--- src/design/cmh_pkg.sv ---
// Package for the circle masked histogram: widths, codes, transfer structs.
// No dependencies.
`default_nettype none

package cmh_pkg;

  localparam int BINS      = 256;
  localparam int MAX_DIM   = 1024;
  localparam int FRAC_BITS = 16;

  localparam int PIX_W   = 8;
  localparam int IDX_W   = 8;
  localparam int FUNC_W  = 2;
  localparam int BIN_W   = $clog2(BINS);
  localparam int COORD_W = $clog2(MAX_DIM);
  localparam int DIM_W   = COORD_W + 1;
  localparam int SQ_W    = 2 * COORD_W;
  localparam int COUNT_W = 21;
  localparam int PCT_W   = 23;

  localparam int PCT_SCALE = 100;
  localparam int SCALE_W   = 7;
  localparam int PROD_W    = COUNT_W + SCALE_W;
  localparam int NUM_W     = PROD_W + FRAC_BITS;
  localparam int DEN_W     = 2 * DIM_W;
  localparam int CMP_W     = (NUM_W > DEN_W + PCT_W) ? NUM_W : DEN_W + PCT_W;

  localparam logic [COUNT_W-1:0] COUNT_MAX = {COUNT_W{1'b1}};
  localparam logic [PCT_W-1:0]   PCT_MAX   = {PCT_W{1'b1}};

  localparam int REG_IDX_W  = 3;
  localparam int CFG_DATA_W = DIM_W;

  localparam logic [REG_IDX_W-1:0] REG_IMAGE_WIDTH  = 3'd0;
  localparam logic [REG_IDX_W-1:0] REG_IMAGE_HEIGHT = 3'd1;
  localparam logic [REG_IDX_W-1:0] REG_CENTER_COL   = 3'd2;
  localparam logic [REG_IDX_W-1:0] REG_CENTER_ROW   = 3'd3;
  localparam logic [REG_IDX_W-1:0] REG_RADIUS       = 3'd4;

  localparam logic [DIM_W-1:0]   RST_IMAGE_WIDTH  = DIM_W'(512);
  localparam logic [DIM_W-1:0]   RST_IMAGE_HEIGHT = DIM_W'(512);
  localparam logic [COORD_W-1:0] RST_CENTER_COL   = COORD_W'(256);
  localparam logic [COORD_W-1:0] RST_CENTER_ROW   = COORD_W'(256);
  localparam logic [COORD_W-1:0] RST_RADIUS       = COORD_W'(256);

  localparam logic [FUNC_W-1:0] FUNC_ACCUM = 2'd0;
  localparam logic [FUNC_W-1:0] FUNC_READ  = 2'd1;
  localparam logic [FUNC_W-1:0] FUNC_CLEAR = 2'd2;

  typedef struct packed {
    logic [DIM_W-1:0]   image_width;
    logic [DIM_W-1:0]   image_height;
    logic [COORD_W-1:0] center_col;
    logic [COORD_W-1:0] center_row;
    logic [COORD_W-1:0] radius;
  } cmh_cfg_t;

  typedef struct packed {
    logic [FUNC_W-1:0]  func;
    logic [PIX_W-1:0]   pixel_value;
    logic [COORD_W-1:0] col;
    logic [COORD_W-1:0] row;
    logic [IDX_W-1:0]   bin_index;
  } cmh_in_t;

  typedef struct packed {
    logic [COUNT_W-1:0] bin_count;
    logic [PCT_W-1:0]   percent_fixed;
  } cmh_out_t;

  typedef struct packed {
    logic               rd_en;
    logic               wr_en;
    logic               clr;
    logic [BIN_W-1:0]   addr;
    logic [COUNT_W-1:0] wdata;
  } cmh_mem_req_t;

  function automatic logic [BIN_W-1:0] bin_of(input logic [PIX_W-1:0] pix);
    logic [PIX_W+BIN_W:0] prod;
    prod = (PIX_W+BIN_W+1)'(pix) * (PIX_W+BIN_W+1)'(BINS);
    return BIN_W'(prod >> PIX_W);
  endfunction

endpackage

`default_nettype wire

--- src/design/cmh_mask.sv ---
// Circle membership test: squared distance against squared radius, two stages.
// Depends on cmh_pkg.
`default_nettype none

module cmh_mask (
  input  wire logic                          clk_i,
  input  wire logic                          rst_ni,
  input  wire logic                          start_i,
  input  wire logic [cmh_pkg::COORD_W-1:0]   col_i,
  input  wire logic [cmh_pkg::COORD_W-1:0]   row_i,
  input  wire cmh_pkg::cmh_cfg_t             cfg_i,
  output logic                               done_o,
  output logic                               inside_o
);

  logic [cmh_pkg::COORD_W-1:0] dx, dy;
  logic [cmh_pkg::SQ_W-1:0]    dxx_q, dyy_q, rr_q;
  logic [cmh_pkg::SQ_W:0]      dist_sq;
  logic                        v1_q, done_q, inside_q;

  assign dx = (col_i >= cfg_i.center_col) ? col_i - cfg_i.center_col
                                          : cfg_i.center_col - col_i;
  assign dy = (row_i >= cfg_i.center_row) ? row_i - cfg_i.center_row
                                          : cfg_i.center_row - row_i;

  assign dist_sq = (cmh_pkg::SQ_W+1)'(dxx_q) + (cmh_pkg::SQ_W+1)'(dyy_q);

  always_ff @(posedge clk_i) begin
    if (start_i) begin
      dxx_q <= cmh_pkg::SQ_W'(dx) * cmh_pkg::SQ_W'(dx);
      dyy_q <= cmh_pkg::SQ_W'(dy) * cmh_pkg::SQ_W'(dy);
      rr_q  <= cmh_pkg::SQ_W'(cfg_i.radius) * cmh_pkg::SQ_W'(cfg_i.radius);
    end
    if (v1_q) begin
      inside_q <= dist_sq <= (cmh_pkg::SQ_W+1)'(rr_q);
    end
  end

  always_ff @(posedge clk_i or negedge rst_ni) begin
    if (!rst_ni) begin
      v1_q   <= 1'b0;
      done_q <= 1'b0;
    end else begin
      v1_q   <= start_i;
      done_q <= v1_q;
    end
  end

  assign done_o   = done_q;
  assign inside_o = inside_q;

endmodule

`default_nettype wire

--- config.mk ---
export PLATFORM = sky130hd
export DESIGN_NAME = cmh_mask
export DESIGN_NICKNAME = d
export VERILOG_FILES = /design/src/design/cmh_pkg.sv /design/src/design/cmh_mask.sv
export SDC_FILE = /design/constraint.sdc
export NUM_CORES = 1
export LEC_CHECK = 0
export BUFFER_PORTS_ARGS = -buffer_cell sky130_fd_sc_hd__buf_4
export CORE_MARGIN = 2
export CORE_UTILIZATION = 29
export CTS_CLUSTER_DIAMETER = 120
export DETAILED_ROUTE_END_ITERATION = 12
export GPL_TIMING_DRIVEN = 1
export HOLD_SLACK_MARGIN = 0.12
export PLACE_DENSITY = 0.54
export SYNTH_ARGS = -nofsm -noshare
export SYNTH_HDL_FRONTEND = slang
export SYNTH_SLANG_ARGS = --single-unit
--- constraint.sdc ---
create_clock -name clk_i -period 4.2 [get_ports clk_i]
set_input_delay 0.21 -clock clk_i [delete_from_list [all_inputs] [get_ports clk_i]]
set_output_delay 0.21 -clock clk_i [all_outputs]
set_load 0.03 [all_outputs]
# Word level (Yosys, flattened, before mapping)
# Cells that the tools add are included.
dict set report op_classes {
  mux 2
  n_addsub 5
  multipliers 3
  n_lt_le_gt_ge 3
}
# operator n
set ops {}
lappend ops {{$mul 10x10->20} 3}
lappend ops {{$sub 10x10->10} 4}
lappend ops {{$add 20x20->21} 1}
lappend ops {{$le 21x20->1} 1}
lappend ops {{$ge 10x10->1} 2}
lappend ops {{$mux 10} 2}
dict set report word_totals {
  out_inout_bits 2
  regBits 63
  inputBits 75
  wordCells 19
}

# Longest topological paths before layout
dict set report logic_depth {
  word_depth 3
  depth_mapped 32
  ltp_nobuf 30
}

# Least setup slack after synthesis
# OpenSTA, ideal clock, no wires.
dict set report synth_path {
  kind {input to register}
  from {input port cfg_i[19] (netlist name)}
  to {register dyy_q[19] (netlist name), data pin}
  path_stages 27
  n_path_buf 2
  t_required_ns 3.938
  setup_ns 0.262
  setup_slack_ns -2.690
  t_arrival_ns 6.627
  cell_sequence {inv_1 > ha_1 > buf_2 > nand4_1 > a211oi_1 > nor2_1 > a221oi_1 > a211o_1 > nand3_1 > xnor2_1 > clkbuf_1 > nor2_1 > fa_1 > inv_1 > fa_1 > fa_1 > inv_1 > fa_1 > fa_1 > ha_1 > and3_1 > nand2_1 > a2111oi_2 > nor2_1 > a311o_1 > a31o_2 > xor2_1}
}
dict set report synth_between {
  elab_chain_cells 3
  elab_cells_between_ends 5
  classes_between {2 x add/sub; 1 x mul; 1 x order compare; 1 x mux}
}
# item line_no
set synth_lines {}
lappend synth_lines {{start, declared} cmh_mask.sv:11} ;# input wire cmh_pkg::cmh_cfg_t cfg_i,
lappend synth_lines {{$sub 10x10->10, or another cell as far along} cmh_mask.sv:24} ;# : cfg_i.center_row - row_i;
lappend synth_lines {{$mux 10 (*)} cmh_mask.sv:23} ;# assign dy = (row_i >= cfg_i.center_row) ? row_i - cfg_i.center_row
lappend synth_lines {{$mul 10x10->20 (*)} cmh_mask.sv:31} ;# dyy_q <= cmh_pkg::SQ_W'(dy) * cmh_pkg::SQ_W'(dy);
lappend synth_lines {{end signal, assigned} cmh_mask.sv:31}
lappend synth_lines {{end, declared} cmh_mask.sv:17} ;# logic [cmh_pkg::SQ_W-1:0] dxx_q, dyy_q, rr_q;
# Mark *: on every way between the ends. The rest lies on a longest branch, timed or not.
# A chain may end at the register's enable or synchronous reset.

# Worst setup path after layout
dict set report layout_path {
  from {input port col_i[0] (netlist name)}
  to {register dxx_q[17] (netlist name), data pin}
}
dict set report layout_between {
  elab_chain_cells 3
  elab_cells_between_ends 5
  classes_between {2 x add/sub; 1 x mul; 1 x order compare; 1 x mux}
}
# item line_no
set layout_lines {}
lappend layout_lines {{start, declared} cmh_mask.sv:9} ;# input wire logic [cmh_pkg::COORD_W-1:0] col_i,
lappend layout_lines {{$sub 10x10->10, or another cell as far along} cmh_mask.sv:22} ;# : cfg_i.center_col - col_i;
lappend layout_lines {{$mux 10 (*)} cmh_mask.sv:21} ;# assign dx = (col_i >= cfg_i.center_col) ? col_i - cfg_i.center_col
lappend layout_lines {{$mul 10x10->20 (*)} cmh_mask.sv:30} ;# dxx_q <= cmh_pkg::SQ_W'(dx) * cmh_pkg::SQ_W'(dx);
lappend layout_lines {{end signal, assigned} cmh_mask.sv:30}
lappend layout_lines {{end, declared} cmh_mask.sv:17}
# Marked as above.

==> impl_table.tex <==
\begin{tabular}{lr}
\hline
Metric & Value \\
\hline
\multicolumn{2}{l}{\textbf{Yosys}} \\
\quad Mean area per synthesized cell & 9.18 µm² \\
\quad Number of flops mapped to enable cells by yosys & 58 \\
\quad List of most frequent post-synthesis cells & inv\_1 (258), ha\_1 (217), fa\_1 (146), nor2\_1 (112), a21oi\_1 (66) \\
\quad Biggest area consumer among synthesized cells & fa\_1 \\
\quad Most used flip-flop cell after synthesis & edfxtp\_1 \\
\quad Ys async rst share & 3.33\% \\
\quad Area of the mapped netlist & 0.0126 mm² \\
\quad Gate count of the mapped netlist & 1376 \\
\quad Most frequently used cell type in the post-synthesis netlist & inv\_1 \\
\quad Synthesis warning total & 0 \\
\quad Library cells used by synthesis & 65 \\
\quad Largest cells by area after synthesis & fa\_1 (23\%), ha\_1 (21\%), edfxtp\_1 (14\%), inv\_1 (7.7\%), xnor2\_1 (4.2\%) \\
\quad FF+latch count, synth & 60 \\
\quad Register area share after synthesis & 14.2\% \\
\quad Area share of the leading cell type in the synthesized netlist & 23.1\% \\
\quad Syn nets & 1814 \\
\multicolumn{2}{l}{\textbf{Final layout}} \\
\quad Area growth from synthesis to layout & 45.6\% \\
\quad Final std cells w/o fill & 2376 \\
\quad Layout cell share with drive strength beyond 1 & 38.7\% \\
\quad Antenna cell count & 0 \\
\quad Count of filler cells inserted in the layout & 4138 \\
\quad \# nets final & 2225 \\
\multicolumn{2}{l}{\textbf{Clocking}} \\
\quad Cell at the root of the clock tree & clkbuf\_16 \\
\quad Skew-Pair Late Insertion Delay & 330 ps \\
\quad Register clock-pin slew on the reported worst setup and hold paths & 60 ps \\
\quad CTS tree & done \\
\quad Inserted Clock Buffers & 9 \\
\quad H-tree lvl count & 3 \\
\quad Max clock buf depth & 2 \\
\quad Number of clock sinks & 60 \\
\multicolumn{2}{l}{\textbf{Setup path}} \\
\quad Nature of the critical path endpoint & register \\
\quad Critical path data required time & 4270 ps \\
\quad Critical-path maximum fanout & 5 \\
\quad Arr. time, crit path & 6510 ps \\
\quad CP max-delay cell & fa\_1 \\
\quad Startpoint type of the worst setup path & primary input \\
\quad Maximum single-stage delay on the critical path & 570 ps \\
\quad Cell with the most instances on the worst path & fa\_1 \\
\quad Worst Setup Path Type & primary input to register \\
\multicolumn{2}{l}{\textbf{Floorplan}} \\
\quad Horiz. Die Dim & 213 µm \\
\quad Placeable Area & 0.0431 mm² \\
\quad I/O pin cnt & 77 \\
\quad Height of the die & 213 µm \\
\quad Total Die Area & 0.0452 mm² \\
\quad Initial standard-cell utilization of the core & 29.3\% \\
\quad Row Count & 76 \\
\multicolumn{2}{l}{\textbf{Timing}} \\
\quad Count of final hold-check violations & 0 \\
\quad Final-report max-slew violation count & 0 \\
\quad Transition at the pin with the smallest max-transition slack & 748 ps \\
\quad Unrepaired setup endpoints after global routing & true \\
\quad Final Skew & 7.35 ps \\
\quad Highest Clock Rate & 0.155 GHz \\
\quad Setup violators final & 34 \\
\quad Worst path setup slack after routing & -2240 ps \\
\quad Part of the cycle the worst path needs & 153\% \\
\quad Max-slew headroom & 50.2\% \\
\quad Post-Route Setup TNS & -50130 ps \\
\quad Tmin final & 6440 ps \\
\multicolumn{2}{l}{\textbf{Hold path}} \\
\quad Hold crit path type & primary input to async pin \\
\multicolumn{2}{l}{\textbf{Detailed routing}} \\
\quad Drt via density & 4.42 \\
\quad Detail Route Antenna Nets & 0 \\
\quad Routed length per placed instance & 12.3 µm \\
\quad Count of routing violations after the opening detailed-route iteration & 420 \\
\quad Routed wire length & 29300 µm \\
\quad Total via count after detailed routing & 10500 \\
\quad Remaining routing DRC violations & 0 \\
\quad Pre-antenna DRT Iters & 4 \\
\multicolumn{2}{l}{\textbf{Placement}} \\
\quad Port Buffer Count & 54 \\
\quad Hpwl dp & 24400 µm \\
\quad Routability cong. & 0.850 \\
\quad Instance count after placement with tap cells included & 2293 \\
\multicolumn{2}{l}{\textbf{Global route}} \\
\quad Via count of the first global-routing pass & 11000 \\
\quad Maximum number of pins on one net before global-route repair & 59 \\
\quad GRT Overall Usage & 13.4\% \\
\quad Global-route wire length before repair & 50700 µm \\
\quad GRT Residual Overflow & 0 \\
\quad Initial antenna violation count & 0 \\
\multicolumn{2}{l}{\textbf{Status}} \\
\quad Violated checks & setup timing \\
\quad Result of the run & complete, but fails checks \\
\multicolumn{2}{l}{\textbf{Job}} \\
\quad Total of max-cap violations & 0 \\
\hline
\end{tabular}
[registers in the layout, summed over array words and instances (netlist names)]
signal,cells
done_o,1
dxx_q,19
dyy_q,19
v1_q,1
inside_o,1
rr_q,19
[repair_timing]
item                       in CTS  in global routing
buffers inserted               53                 34
setup endpoints to repair      36                 39
pin swaps                     126                104
resized for setup             147                101
hold endpoints to repair        2                  0
hold buffers                    1                  0
[metrics by stage]
step	area, µm²	setup slack, ps	hold slack (ps)	utilization [%]
after CTS	17800	-2240	187	41.4
after global routing	18400	-2470	213	42.7
after global placement	16600	-2530	-6.72	38.5
final	18400	-2240	198	42.7
after detailed placement	16600	-2670	-4.36	38.5
after floorplan	13300	-2220	-85.6	-
[final timing paths]
kind / start / slack (ps) / cells after the start / to
setup / recovery: col_i[0] / -2240 / 30 / dxx_q[17]$_DFFE_PP_
hold reg to reg: v1_q$_DFF_PN0_ / 390 / 0 / done_o$_DFF_PN0_
hold / removal: rst_ni / 200 / 2 / done_o$_DFF_PN0_
min in group clk_i: cfg_i[0] / 290 / 2 / rr_q[0]$_DFFE_PP_
max in group asynchronous: rst_ni / 3920 / 2 / v1_q$_DFF_PN0_
setup reg to reg: dxx_q[3]$_DFFE_PP_ / 180 / 18 / inside_o$_DFFE_PP_
[cell type report]
| cell class | instances | area [µm²] | share of cell area [%] |
|---|---|---|---|
| clock buffers | 10 | 229 | 1.24 |
| inverters | 259 | 1010 | 5.52 |
| flip-flops and latches | 60 | 1790 | 9.74 |
| multi-input cells | 1027 | 11100 | 60.3 |
| repair buffers | 430 | 3510 | 19.1 |
| well taps | 585 | 732 | 3.98 |
| clock inverters | 5 | 30.0 | 0.163 |
[worst max-delay path: cells and delay by family]
family / cells / cell delay, ps
buffers and inverters: 7 / 570
AO/OA/AOI/OAI: 9 / 1820
XOR/XNOR: 2 / 460
adder cells (fa/ha/maj): 8 / 3180
AND/OR/NAND/NOR: 4 / 270
[kinds of logic after synthesis]
| logic type | count (synthesis) | synth area share [%] |
|---|---|---|
| fa+ha+maj | 363 | 44.6 |
| flops | 60 | 14.2 |
| xor+xnor | 100 | 7.20 |
| compound gates | 221 | 11.4 |
| buf+inv | 289 | 8.66 |
| mux | 16 | 1.41 |
| simple gates | 327 | 12.5 |
[metal layers]
metal  track usage, %  routed length, µm  up-vias
met4             1.78                272        0
met5                0                  0        -
met2             24.2              14900       58
met3             1.15                343       15
met1             17.9              13800     5073
li1                 -                  -     5350
[cell usage in the layout (no fill, tap or decap), types with 8 or more instances in the layout]
| master | n |
|---|---|
| inv_2 | 24 |
| xnor2_1 | 51 |
| ha_1 | 175 |
| nand2b_1 | 15 |
| buf_6 | 49 |
| and2_1 | 29 |
| xor2_1 | 31 |
| nand3_1 | 13 |
| nor2_4 | 8 |
| fa_2 | 10 |
| a21oi_1 | 36 |
| clkbuf_16 | 9 |
| o21ai_0 | 21 |
| buf_4 | 370 |
| nor2b_1 | 13 |
| or2_2 | 8 |
| o21ai_2 | 8 |
| edfxtp_1 | 58 |
| inv_1 | 226 |
| nand3_2 | 10 |
| o21ai_1 | 9 |
| a21o_1 | 35 |
| nand4_1 | 12 |
| fa_1 | 136 |
| xnor2_2 | 9 |
| nor3_1 | 13 |
| nor2_2 | 11 |
| a21oi_2 | 26 |
| ha_4 | 41 |
| o21bai_1 | 13 |
| nand2_1 | 51 |
| nor2_1 | 93 |
Power is not shown: default switching activity piles up to over one toggle a cycle in this logic, so the estimate is an artifact.
