**src/design/cmh_pkg.sv**
```systemverilog
// Package for the circle masked histogram: widths, codes, transfer structs.
// No dependencies.
`default_nettype none

package cmh_pkg;

  localparam int BINS      = 256;
  localparam int MAX_DIM   = 1024;
  localparam int FRAC_BITS = 16;

  localparam int PIX_W   = 8;
  localparam int IDX_W   = 8;
  localparam int FUNC_W  = 2;
  localparam int BIN_W   = $clog2(BINS);
  localparam int COORD_W = $clog2(MAX_DIM);
  localparam int DIM_W   = COORD_W + 1;
  localparam int SQ_W    = 2 * COORD_W;
  localparam int COUNT_W = 21;
  localparam int PCT_W   = 23;

  localparam int PCT_SCALE = 100;
  localparam int SCALE_W   = 7;
  localparam int PROD_W    = COUNT_W + SCALE_W;
  localparam int NUM_W     = PROD_W + FRAC_BITS;
  localparam int DEN_W     = 2 * DIM_W;
  localparam int CMP_W     = (NUM_W > DEN_W + PCT_W) ? NUM_W : DEN_W + PCT_W;

  localparam logic [COUNT_W-1:0] COUNT_MAX = {COUNT_W{1'b1}};
  localparam logic [PCT_W-1:0]   PCT_MAX   = {PCT_W{1'b1}};

  localparam int REG_IDX_W  = 3;
  localparam int CFG_DATA_W = DIM_W;

  localparam logic [REG_IDX_W-1:0] REG_IMAGE_WIDTH  = 3'd0;
  localparam logic [REG_IDX_W-1:0] REG_IMAGE_HEIGHT = 3'd1;
  localparam logic [REG_IDX_W-1:0] REG_CENTER_COL   = 3'd2;
  localparam logic [REG_IDX_W-1:0] REG_CENTER_ROW   = 3'd3;
  localparam logic [REG_IDX_W-1:0] REG_RADIUS       = 3'd4;

  localparam logic [DIM_W-1:0]   RST_IMAGE_WIDTH  = DIM_W'(512);
  localparam logic [DIM_W-1:0]   RST_IMAGE_HEIGHT = DIM_W'(512);
  localparam logic [COORD_W-1:0] RST_CENTER_COL   = COORD_W'(256);
  localparam logic [COORD_W-1:0] RST_CENTER_ROW   = COORD_W'(256);
  localparam logic [COORD_W-1:0] RST_RADIUS       = COORD_W'(256);

  localparam logic [FUNC_W-1:0] FUNC_ACCUM = 2'd0;
  localparam logic [FUNC_W-1:0] FUNC_READ  = 2'd1;
  localparam logic [FUNC_W-1:0] FUNC_CLEAR = 2'd2;

  typedef struct packed {
    logic [DIM_W-1:0]   image_width;
    logic [DIM_W-1:0]   image_height;
    logic [COORD_W-1:0] center_col;
    logic [COORD_W-1:0] center_row;
    logic [COORD_W-1:0] radius;
  } cmh_cfg_t;

  typedef struct packed {
    logic [FUNC_W-1:0]  func;
    logic [PIX_W-1:0]   pixel_value;
    logic [COORD_W-1:0] col;
    logic [COORD_W-1:0] row;
    logic [IDX_W-1:0]   bin_index;
  } cmh_in_t;

  typedef struct packed {
    logic [COUNT_W-1:0] bin_count;
    logic [PCT_W-1:0]   percent_fixed;
  } cmh_out_t;

  typedef struct packed {
    logic               rd_en;
    logic               wr_en;
    logic               clr;
    logic [BIN_W-1:0]   addr;
    logic [COUNT_W-1:0] wdata;
  } cmh_mem_req_t;

  function automatic logic [BIN_W-1:0] bin_of(input logic [PIX_W-1:0] pix);
    logic [PIX_W+BIN_W:0] prod;
    prod = (PIX_W+BIN_W+1)'(pix) * (PIX_W+BIN_W+1)'(BINS);
    return BIN_W'(prod >> PIX_W);
  endfunction

endpackage

`default_nettype wire

```
**src/design/cmh_div.sv**
```systemverilog
// Bit-serial restoring divider for the percentage, saturating, zero on zero divisor.
// Depends on cmh_pkg.
`default_nettype none

module cmh_div (
  input  wire logic                        clk_i,
  input  wire logic                        rst_ni,
  input  wire logic                        start_i,
  input  wire logic [cmh_pkg::NUM_W-1:0]   num_i,
  input  wire logic [cmh_pkg::DEN_W-1:0]   den_i,
  output logic                             done_o,
  output logic [cmh_pkg::PCT_W-1:0]        quo_o
);

  localparam int CNT_W = $clog2(cmh_pkg::PCT_W + 1);

  logic [cmh_pkg::DEN_W-1:0] rem_q, rem_d, den_q, den_d;
  logic [cmh_pkg::PCT_W-1:0] nsh_q, nsh_d, quo_q, quo_d;
  logic [CNT_W-1:0]          cnt_q, cnt_d;
  logic                      busy_q, busy_d, done_q, done_d;
  logic [cmh_pkg::DEN_W:0]   trial;
  logic                      ge, ovf;

  assign trial = {rem_q, nsh_q[cmh_pkg::PCT_W-1]};
  assign ge    = trial >= {1'b0, den_q};
  assign ovf   = cmh_pkg::CMP_W'(num_i) >=
                 (cmh_pkg::CMP_W'(den_i) << cmh_pkg::PCT_W);

  always_comb begin
    rem_d  = rem_q;
    den_d  = den_q;
    nsh_d  = nsh_q;
    quo_d  = quo_q;
    cnt_d  = cnt_q;
    busy_d = busy_q;
    done_d = 1'b0;
    if (start_i) begin
      if (den_i == '0) begin
        quo_d  = '0;
        done_d = 1'b1;
      end else if (ovf) begin
        quo_d  = cmh_pkg::PCT_MAX;
        done_d = 1'b1;
      end else begin
        rem_d  = cmh_pkg::DEN_W'(num_i >> cmh_pkg::PCT_W);
        nsh_d  = num_i[cmh_pkg::PCT_W-1:0];
        den_d  = den_i;
        quo_d  = '0;
        cnt_d  = CNT_W'(cmh_pkg::PCT_W);
        busy_d = 1'b1;
      end
    end else if (busy_q) begin
      rem_d = ge ? cmh_pkg::DEN_W'(trial - {1'b0, den_q}) : cmh_pkg::DEN_W'(trial);
      quo_d = {quo_q[cmh_pkg::PCT_W-2:0], ge};
      nsh_d = nsh_q << 1;
      cnt_d = cnt_q - CNT_W'(1);
      if (cnt_q == CNT_W'(1)) begin
        busy_d = 1'b0;
        done_d = 1'b1;
      end
    end
  end

  always_ff @(posedge clk_i) begin
    rem_q <= rem_d;
    den_q <= den_d;
    nsh_q <= nsh_d;
    quo_q <= quo_d;
  end

  always_ff @(posedge clk_i or negedge rst_ni) begin
    if (!rst_ni) begin
      cnt_q  <= '0;
      busy_q <= 1'b0;
      done_q <= 1'b0;
    end else begin
      cnt_q  <= cnt_d;
      busy_q <= busy_d;
      done_q <= done_d;
    end
  end

  assign done_o = done_q;
  assign quo_o  = quo_q;

endmodule

`default_nettype wire

```
**config.mk**
```make
export PLATFORM = sky130hd
export DESIGN_NAME = cmh_div
export DESIGN_NICKNAME = d
export VERILOG_FILES = /design/src/design/cmh_pkg.sv /design/src/design/cmh_div.sv
export SDC_FILE = /design/constraint.sdc
export NUM_CORES = 1
export LEC_CHECK = 0
export ABC_AREA = 1
export ABC_CLOCK_PERIOD_IN_PS = 2300
export BUFFER_PORTS_ARGS = -buffer_cell sky130_fd_sc_hd__buf_2
export CORE_UTILIZATION = 33
export CTS_CLUSTER_SIZE = 10
export DETAILED_ROUTE_END_ITERATION = 10
export GPL_ROUTABILITY_DRIVEN = 0
export PLACE_DENSITY = 0.55
export SYNTH_ARGS = -nofsm -noshare
export SYNTH_HDL_FRONTEND = slang
export SYNTH_SLANG_ARGS = --single-unit
```
**constraint.sdc**
```tcl
create_clock -name clk_i -period 2.3 [get_ports clk_i]
set_input_delay 0.23 -clock clk_i [delete_from_list [all_inputs] [get_ports clk_i]]
set_output_delay 0.23 -clock clk_i [all_outputs]
set_load 0.1 [all_outputs]
```
Yosys cells after proc, flatten, opt, wreduce, memory -nomap -nowiden
Cells that the tools add are included.
{ "classes": {"n_addsub": 2, "magnitude_cmp": 2, "eq_ne": 3, "mux": 27, "n_bitwise": 2, "n_reduce_logical": 5} }
{ "ops": {"columns": ["op", "count"], "rows": [
  ["$mux 23", 8],
  ["$mux 22", 5],
  ["$ge 44x45->1", 1],
  ["$ge 23x22->1", 1],
  ["$logic_not 22->1", 1],
  ["$sub 22x22->22", 1],
  ["$mux 5", 4],
  ["$mux 1", 10],
  ["$reduce_and 3->1", 2],
  ["$eq 5x1->1 const B", 1],
  ["$sub 5x1->5 const B", 1],
  ["$ne 2x2->1 const B", 2],
  ["$not 1->1", 2],
  ["$reduce_and 2->1", 1],
  ["$reduce_bool 2->1", 1]
]} }
{ "word_totals": {"register_bits": 97, "in_bits": 69, "out_inout_bits": 24, "wordCells": 48} }

Longest topological paths before layout
Gate-level depths: netlist of the first run.
{ "logic_depth": {"word_depth": 4, "mapped_depth": 16, "mapped_depth_nobuf": 15} }

Least setup slack after synthesis of the first run
No wires, ideal clock.
{ "synth_timing": {"path_type": "input-to-reg", "from": "in den_i[20] (netlist name)", "to": "reg nsh_q[0] (netlist name), enable pin", "t_arrival_ps": 2288, "required_time_ps": 1895, "slack_ps": -393, "stages": 9, "path_cell_list": "inv_1 > ha_1 > nand2_1 > nor2_1 > o21ai_0 > nand2_1 > a21oi_1 > nand4_1 > nand2_1"} }
{ "synth_between": {"elab_chain_len": 3} }
{ "synth_lines": {"columns": ["item", "line_no", "rtl"], "rows": [
  ["start: declaration", "cmh_div.sv:10", "input wire logic [cmh_pkg::DEN_W-1:0] den_i,"],
  ["$ge 44x45->1 / $logic_not 22->1 (equally long branches)", "cmh_div.sv:26, cmh_div.sv:38", null],
  ["$ne 2x2->1 (no line)", null, null],
  ["$reduce_and 3->1 (no line) *", null, null],
  ["end signal: assignment", "cmh_div.sv:67", "nsh_q <= nsh_d;"],
  ["end: declaration", "cmh_div.sv:18", "logic [cmh_pkg::PCT_W-1:0] nsh_q, nsh_d, quo_q, quo_d;"]
]} }
Every way passes the cells marked *; elsewhere a longest branch is shown, timed or not.
A chain may end at the register's enable or synchronous reset.

Worst setup path in the final report of the first run
{ "layout_timing": {"from": "reg rem_q[3] (netlist name)", "to": "reg rem_q[17] (netlist name) (data pin)"} }
{ "layout_between": {"elab_chain_len": 4} }
{ "layout_lines": {"columns": ["item", "line_no", "rtl"], "rows": [
  ["start: declaration", "cmh_div.sv:17", "logic [cmh_pkg::DEN_W-1:0] rem_q, rem_d, den_q, den_d;"],
  ["start signal: assignment", "cmh_div.sv:65", "rem_q <= rem_d;"],
  ["$sub 22x22->22 / $ge 23x22->1 (equally long branches)", "cmh_div.sv:53, cmh_div.sv:25", null],
  ["$mux 22 *", "cmh_div.sv:53", "rem_d = ge ? cmh_pkg::DEN_W'(trial - {1'b0, den_q}) : cmh_pkg::DEN_W'(trial);"],
  ["$mux 22 *", "cmh_div.sv:52", "end else if (busy_q) begin"],
  ["$mux 22 *", "cmh_div.sv:37", "if (start_i) begin"],
  ["net rem_d (one bit)", "cmh_div.sv:17", null]
]} }
The timed path passes the listed nets; every way through them passes the cells marked *. The select of a mux whose other input is x is not followed.

==> flow_summary_export.csv, run 1 <==
group,metric,value,unit
outcome,run_status,"finished, final reports clean",
floorplan,die_x,143.3,um
detailed_routing,wl_per_cell,14.37,um
critical_path,path_cells,"ha_4 -> nand2_1 -> nor2_2 -> nand3_1 -> nand2_1 -> nand2_2 -> nand2_2 -> nand2_4 -> nand2_8 -> buf_6 -> nand3_1 -> nand2_1 -> nand2_1",
critical_path,crit_path_start,"rem_q[3]$_DFFE_PP_",
critical_path,worstPathArrival,2.34,ns
power,p_per_area,988.2,nW/um^2
final_layout,area_growth,25.29,%
sta,setup-tns-final,0,ns
global_route,use_met2,30.37,%
run,drv_cap,0,
power,p_clk_share,18.6,%
floorplan,fp.dieH,143.3,um
synthesis,yosysTopAreaCell,"edfxtp_1",
final_layout,antenna_cells,0,
placed_design,dp_cells,1233,
final_layout,stdcell_count,1260,
synthesis,synth_top_area_share,41.04,%
floorplan,io_pins,93,
critical_path,critPathSlowestCell,"edfxtp_1",
synthesis,synth.yosys.seq_area_share,43.70,%
synthesis,synthFlopType,"edfxtp_1",
final_layout,fin_area,8250,sq um
synthesis,async_flop_share,7.216,%
synthesis,yosysMostFrequentCell,"nand2_1",
sta,relSlewSlack,66.60,%
detailed_routing,drt_iter0_drc,292,
sta,skew,0.01167,ns
detailed_routing,remaining_drc_errors,0,
clocking,cts_root_buf,"clkbuf_16",
placed_design,port_buffers,92,
detailed_routing,num_vias,5807,
synthesis,netlist_instances,867,
critical_path,crit_type,"reg2reg",
synthesis,synth_area,6585,sq um
global_route,grt_pass1_wl,28.35,mm
detailed_routing,dr.pass1.iters,5,
power,p_sw,0.003419,W
synthesis,synth.area.top_cells,"edfxtp_1 (41%), nand2_1 (20%), ha_1 (8.6%)",
synthesis,ys_types,33,
placed_design,place_area,7560,sq um
synthesis,synth-edff-count,90,
detailed_routing,routed_wl,18.11,mm
floorplan,die_area,20520,sq um
synthesis,synth_common_cells,"nand2_1 (349), inv_1 (117), edfxtp_1 (90), nor2_1 (68), nand3_1 (56)",
global_route,grt_usage,18.23,%
power,pwr-share-comb,50.1,%
clocking,cts.sinks,97,
power,leakagePower,4.163,nW
synthesis,syn-num-nets,982,
global_route,grt_max_degree,72,
synthesis,synth-seq-cells,97,
synthesis,avgSynthCellArea,7.595,sq um
critical_path,reg2reg_from,"rem_q[3]$_DFFE_PP_",
global_route,grt_use_met1,24.42,%
detailed_routing,drtAntennaViolNets,0,
min_path,hold_path_class,"in2reg",
sta,rsz0062_at_grt,"true",
final_layout,fin_util,42.25,%
critical_path,crit_path_end_kind,"flop",
critical_path,cpMostUsedCell,"nand2_1",
floorplan,coreArea,19530,sq um
clocking,h-tree-depth,3,
clocking,cts_tree,"done",
global_route,grt_use_met3,3.152,%
sta,period_needed,2.225,ns
floorplan,row_count,51,
sta,max_freq,449.5,MHz
global_route,overflow,0,
power,peakVddDrop,388.7,uV
final_layout,drive_gt1_share,19.80,%
critical_path,critPathMaxFanout,7,
power,internal_power,0.004733,W
sta,setup_viol,0,
detailed_routing,post_drt_via_cell_ratio,4.609,
sta,worst-slew-pin-transition,0.5044,ns
sta,hold_viol,0,
min_path,worstHoldStart,"den_i[13]",
critical_path,slowest_delay,0.44,ns
clocking,clk_latency,0.35,ns
clocking,clock_path_buffers,2,
critical_path,required,2.41,ns
global_route,first_global_vias,5506,
final_layout,num-fill-cells,2050,
placed_design,dp_hpwl,13.81,mm
final_layout,final_nets,1105,
clocking,cts_buffers,9,
synthesis,yosys_warnings,0,
floorplan,start_util,33.72,%
sta,fin_hold_ws,0.07799,ns
power,seqPwrFrac,31.3,%
power,swShare,41.94,%
critical_path,cp-start-kind,"flop",
global_route,top_usage_layer,"met2",
global_route,antenna_found_initial,1,
sta,fin_crit_sh,96.73,%
clocking,path_clk_slew,0.07,ns
sta,final_max_slew_viol_count,0,
-- metal layers --
metal / share of wire, % / vias up / wire (um)
met5: 0.044 / - / 8
met1: 47 / 2666 / 8446
met3: 3.5 / 17 / 628
li1: - / 3016 / -
met2: 49 / 106 / 8832
met4: 1.1 / 2 / 194
-- power groups by stage --
stage	Sequential, W	Clock (W)	Combinational, W
6_report	0.00255	0.00152	0.00408
5_1_grt	0.00259	0.00163	0.00451
4_1_cts	0.00251	0.00155	0.00374
3_5_place_dp	0.00252	0	0.00366
3_3_place_gp	0.00251	0	0.00365
2_1_floorplan	0.00298	0	0.00219
-- cell usage in the layout (no fill, tap or decap), drive strengths merged, types with 6 or more instances in the layout --
cell    count
ha         45
o21ai      10
xnor2       7
nand3b     25
clkinv      6
nand2     353
buf       130
nor2       74
nand3      56
edfxtp     90
clkbuf     11
dfrtp       7
a21oi      23
nand4      13
inv       121
-- repair_timing --
| item | in CTS | in global routing |
|---|---|---|
| hold endpoints to repair | 7 | 0 |
| setup buffers | 0 | 9 |
| cloned | 0 | 1 |
| pin swaps | 0 | 13 |
| endpoints found under the setup margin | 2 | 22 |
| gates resized for setup | 6 | 39 |
| hold buffers | 1 | 0 |
-- layout make-up --
type | instances | area (sq um) | area share [%]
clock buffers | 10 | 229.0 | 2.775
clock inverters | 6 | 68.82 | 0.8341
inverters | 123 | 461.7 | 5.596
multi-input cells | 627 | 3418 | 41.43
flip-flops and latches | 97 | 2878 | 34.88
well taps | 265 | 331.6 | 4.019
repair buffers | 132 | 863.3 | 10.46
-- sequential cells by signal, summed over array words and instances, names as in the netlist --
name and flops:
quo_o 23, den_q 22, done_o 1, nsh_q 23
busy_q 1, rem_q 22, cnt_q 5
-- path summary, 6_finish.rpt --
check / to / slack, ns / cells past startpoint
worst min register to register: busy_q$_DFFE_PN0P_ / 0.51 / 2
worst min-delay path: den_q[13]$_DFFE_PP_ / 0.08 / 1
worst max-delay path: rem_q[17]$_DFFE_PP_ / 0.08 / 13
worst max register to register: rem_q[17]$_DFFE_PP_ / 0.08 / 13
max in group asynchronous: done_o$_DFF_PN0_ / 1.88 / 2
min in group asynchronous: cnt_q[1]$_DFFE_PN0P_ / 0.25 / 2
-- critical path: cells and delay by family, from the launching register on --
family,cells,cell delay (ns)
DFF,1,0.44
and+or+nand+nor,11,1.07
buffers and inverters,1,0.14
adders and majority gates,1,0.32
-- per-stage QoR --
stage / setup slack (ns) / total power [W]
finish: 0.07514 / 0.008153
global route: -0.02332 / 0.008727
CTS: 0.001407 / 0.007799
detailed placement: -0.003162 / 0.006188
global placement: -0.07043 / 0.006169
floorplan: 0.02210 / 0.005163
-- cell families (layout without fill, tap and decap cells) --
| kind of cell | count (synthesis) | after routing | synth area share, % |
|---|---|---|---|
| AOI/OAI and AO/OA | 41 | 41 | 3.420 |
| xor gates and xnor gates | 9 | 9 | 1.197 |
| adders and majority gates | 46 | 46 | 8.854 |
| buffers and inverters | 143 | 271 | 8.721 |
| DFF | 97 | 97 | 43.70 |
| and+or+nand+nor | 531 | 531 | 34.11 |
Note: power is estimated with default switching activity, not from simulation.
==> inputs of run 2 (changes only) <==
--- a/config.mk
+++ b/config.mk
@@ -8,11 +8,11 @@
 export ABC_AREA = 1
 export ABC_CLOCK_PERIOD_IN_PS = 2300
 export BUFFER_PORTS_ARGS = -buffer_cell sky130_fd_sc_hd__buf_2
-export CORE_UTILIZATION = 33
+export CORE_UTILIZATION = 59
 export CTS_CLUSTER_SIZE = 10
 export DETAILED_ROUTE_END_ITERATION = 10
 export GPL_ROUTABILITY_DRIVEN = 0
-export PLACE_DENSITY = 0.55
+export PLACE_DENSITY = 0.86
 export SYNTH_ARGS = -nofsm -noshare
 export SYNTH_HDL_FRONTEND = slang
 export SYNTH_SLANG_ARGS = --single-unit
==> flow_summary_export.csv, run 2 (synthesized netlist as in run 1, its figures left out) <==
group,metric,value,unit
outcome,run_status,"finished, violations left",
outcome,violations,"DRC, setup timing",
floorplan,coreArea,10840,sq um
critical_path,reg2reg_depth,10,
floorplan,start_util,60.75,%
sta,fin_crit_sh,105.4,%
global_route,overflow,0,
sta,hold_viol,0,
critical_path,critPathMaxFanout,4,
global_route,grt_usage,29.68,%
final_layout,area_growth,21.60,%
sta,final_max_slew_viol_count,0,
floorplan,die_x,107.6,um
detailed_routing,num_vias,6545,
global_route,top_usage_layer,"met2",
sta,worst-slew-pin-transition,0.5219,ns
critical_path,reg2reg_from,"den_q[0]$_DFFE_PP_",
clocking,cts_tree,"done",
floorplan,io_pins,93,
clocking,cts_root_buf,"clkbuf_8",
detailed_routing,drtAntennaViolNets,0,
global_route,grt_use_met1,38.20,%
clocking,h-tree-depth,3,
sta,relSlewSlack,65.21,%
global_route,grt_use_met3,5.024,%
sta,period_needed,2.423,ns
sta,layout_setup_ws,-0.1231,ns
critical_path,crit_type,"reg2reg",
critical_path,required,2.43,ns
clocking,cts.sinks,97,
critical_path,worstPathArrival,2.55,ns
placed_design,place_area,7298,sq um
power,peakVddDrop,553.2,uV
detailed_routing,dr.pass1.iters,10,
final_layout,mostFrequentLayoutCells,"nand2_1 (332), inv_1 (110), buf_2 (92)",
power,p_per_area,1017,nW/um^2
power,leakagePower,4.053,nW
detailed_routing,remaining_drc_errors,1,
placed_design,port_buffers,92,
clocking,clock_path_buffers,2,
global_route,use_met2,49.68,%
min_path,worst_hold_path.endpoint,"den_q[13]$_DFFE_PP_",
sta,skew,0.01486,ns
final_layout,drive_gt1_share,20.73,%
clocking,clk_latency,0.38,ns
placed_design,dp_hpwl,12.30,mm
detailed_routing,post_drt_via_cell_ratio,5.823,
detailed_routing,wl_per_cell,17.14,um
clocking,cts_buffers,9,
min_path,worstHoldStart,"den_i[13]",
critical_path,cp-start-kind,"flop",
clocking,path_clk_slew,0.10,ns
detailed_routing,drt_iter0_drc,758,
final_layout,num-fill-cells,740,
min_path,hold_path_depth,1,
sta,rsz0062_at_grt,"true",
global_route,first_global_vias,5698,
sta,max_freq,412.7,MHz
floorplan,fp.dieH,107.6,um
critical_path,crit_path_end_kind,"flop",
sta,setup_viol,4,
critical_path,r2r_slack,-0.12,ns
global_route,antenna_found_initial,0,
critical_path,timing.rr.end,"rem_q[14]$_DFFE_PP_",
floorplan,die_area,11590,sq um
min_path,hold_path_class,"in2reg",
final_layout,fin_area,8008,sq um
final_layout,antenna_cells,0,
final_layout,final_nets,1094,
floorplan,row_count,38,
global_route,grt_max_degree,49,
final_layout,final_common_cell,"nand2_1",
run,drv_cap,0,
final_layout,fin_util,73.87,%
detailed_routing,routed_wl,19.27,mm
global_route,grt_pass1_wl,26.50,mm
run 2: cell types whose count changed in the layout (fill, tap and decap cells not counted), sizes merged:
| cell | change |
|---|---|
| clkbuf | +2 |
| nand2 | +1 |
| buf | -13 |
| clkinvlp | -1 |
run 2: critical path: stages, from the launching register on:
cell	delay (ns)
edfxtp_1	0.39
ha_1	0.27
fa_2	0.40
nor3_1	0.30
o21ai_0	0.22
nand2_1	0.13
nand2_1	0.09
nand2_1	0.09
nand2_1	0.08
nand3_1	0.14
nand2_1	0.07
run 2: worst max-delay path by stage:
stage                             start                      end  depth (start not counted)
detailed placement  rem_q[12]$_DFFE_PP_       rem_q[0]$_DFFE_PP_                         12
global route        den_q[16]$_DFFE_PP_      rem_q[14]$_DFFE_PP_                         13
CTS                 rem_q[13]$_DFFE_PP_  rem_q[21]$_SDFFCE_PP0P_                         13
floorplan                     den_i[20]   nsh_q[0]$_SDFFCE_PN0P_                          9
finish               den_q[0]$_DFFE_PP_      rem_q[14]$_DFFE_PP_                         10
global placement     rem_q[9]$_DFFE_PP_  rem_q[21]$_SDFFCE_PP0P_                         11
run 2: routing by layer:
metal,up-vias,routed length (um)
met5,-,0
met4,0,1077
met3,125,1888
met2,449,9191
met1,2974,7109
li1,2997,-
run 2: repair_timing:
action,CTS,global route
pin swaps,0,15
gates resized for setup,1,78
endpoints found under the hold margin,7,0
setup buffers,0,5
endpoints found under the setup margin,6,23
cloned,0,3
hold buffers,1,0
run 2: cell type report:
| type | count | area [sq um] | share of cell area [%] |
|---|---|---|---|
| sequential | 97 | 2878 | 35.94 |
| clock inverter | 5 | 56.30 | 0.7031 |
| clock buffer | 11 | 131.4 | 1.641 |
| tap | 140 | 175.2 | 2.188 |
| inverter | 123 | 461.7 | 5.766 |
| multi-input combinational | 628 | 3527 | 44.05 |
| timing repair buffer | 120 | 778.2 | 9.719 |
run 2: power by group:
| part | switching, W | internal (W) | total, W | leakage (nW) |
|---|---|---|---|---|
| Sequential | 0.000235 | 0.00234 | 0.00257 | 1.02 |
| Clock | 0.000595 | 0.000503 | 0.00110 | 0.0949 |
| Combinational | 0.00286 | 0.00161 | 0.00448 | 2.94 |
| Total | 0.00369 | 0.00445 | 0.00815 | 4.05 |
run 2: through the flow:
step           TNS [ns]  total power (W)  std cells  hold slack, ns  setup WS [ns]
2_1_floorplan         0         0.005163        867        -0.06559        0.02210
3_3_place_gp          0         0.005878       1099         0.07009        0.02055
3_5_place_dp   -0.01736         0.005995       1099         0.07581      -0.008698
4_1_cts        -0.01105         0.007074       1116         0.04620       -0.01105
5_1_grt          -2.563         0.008554       1124         0.04380        -0.2295
6_report        -0.1496         0.008147       1124         0.05612        -0.1231
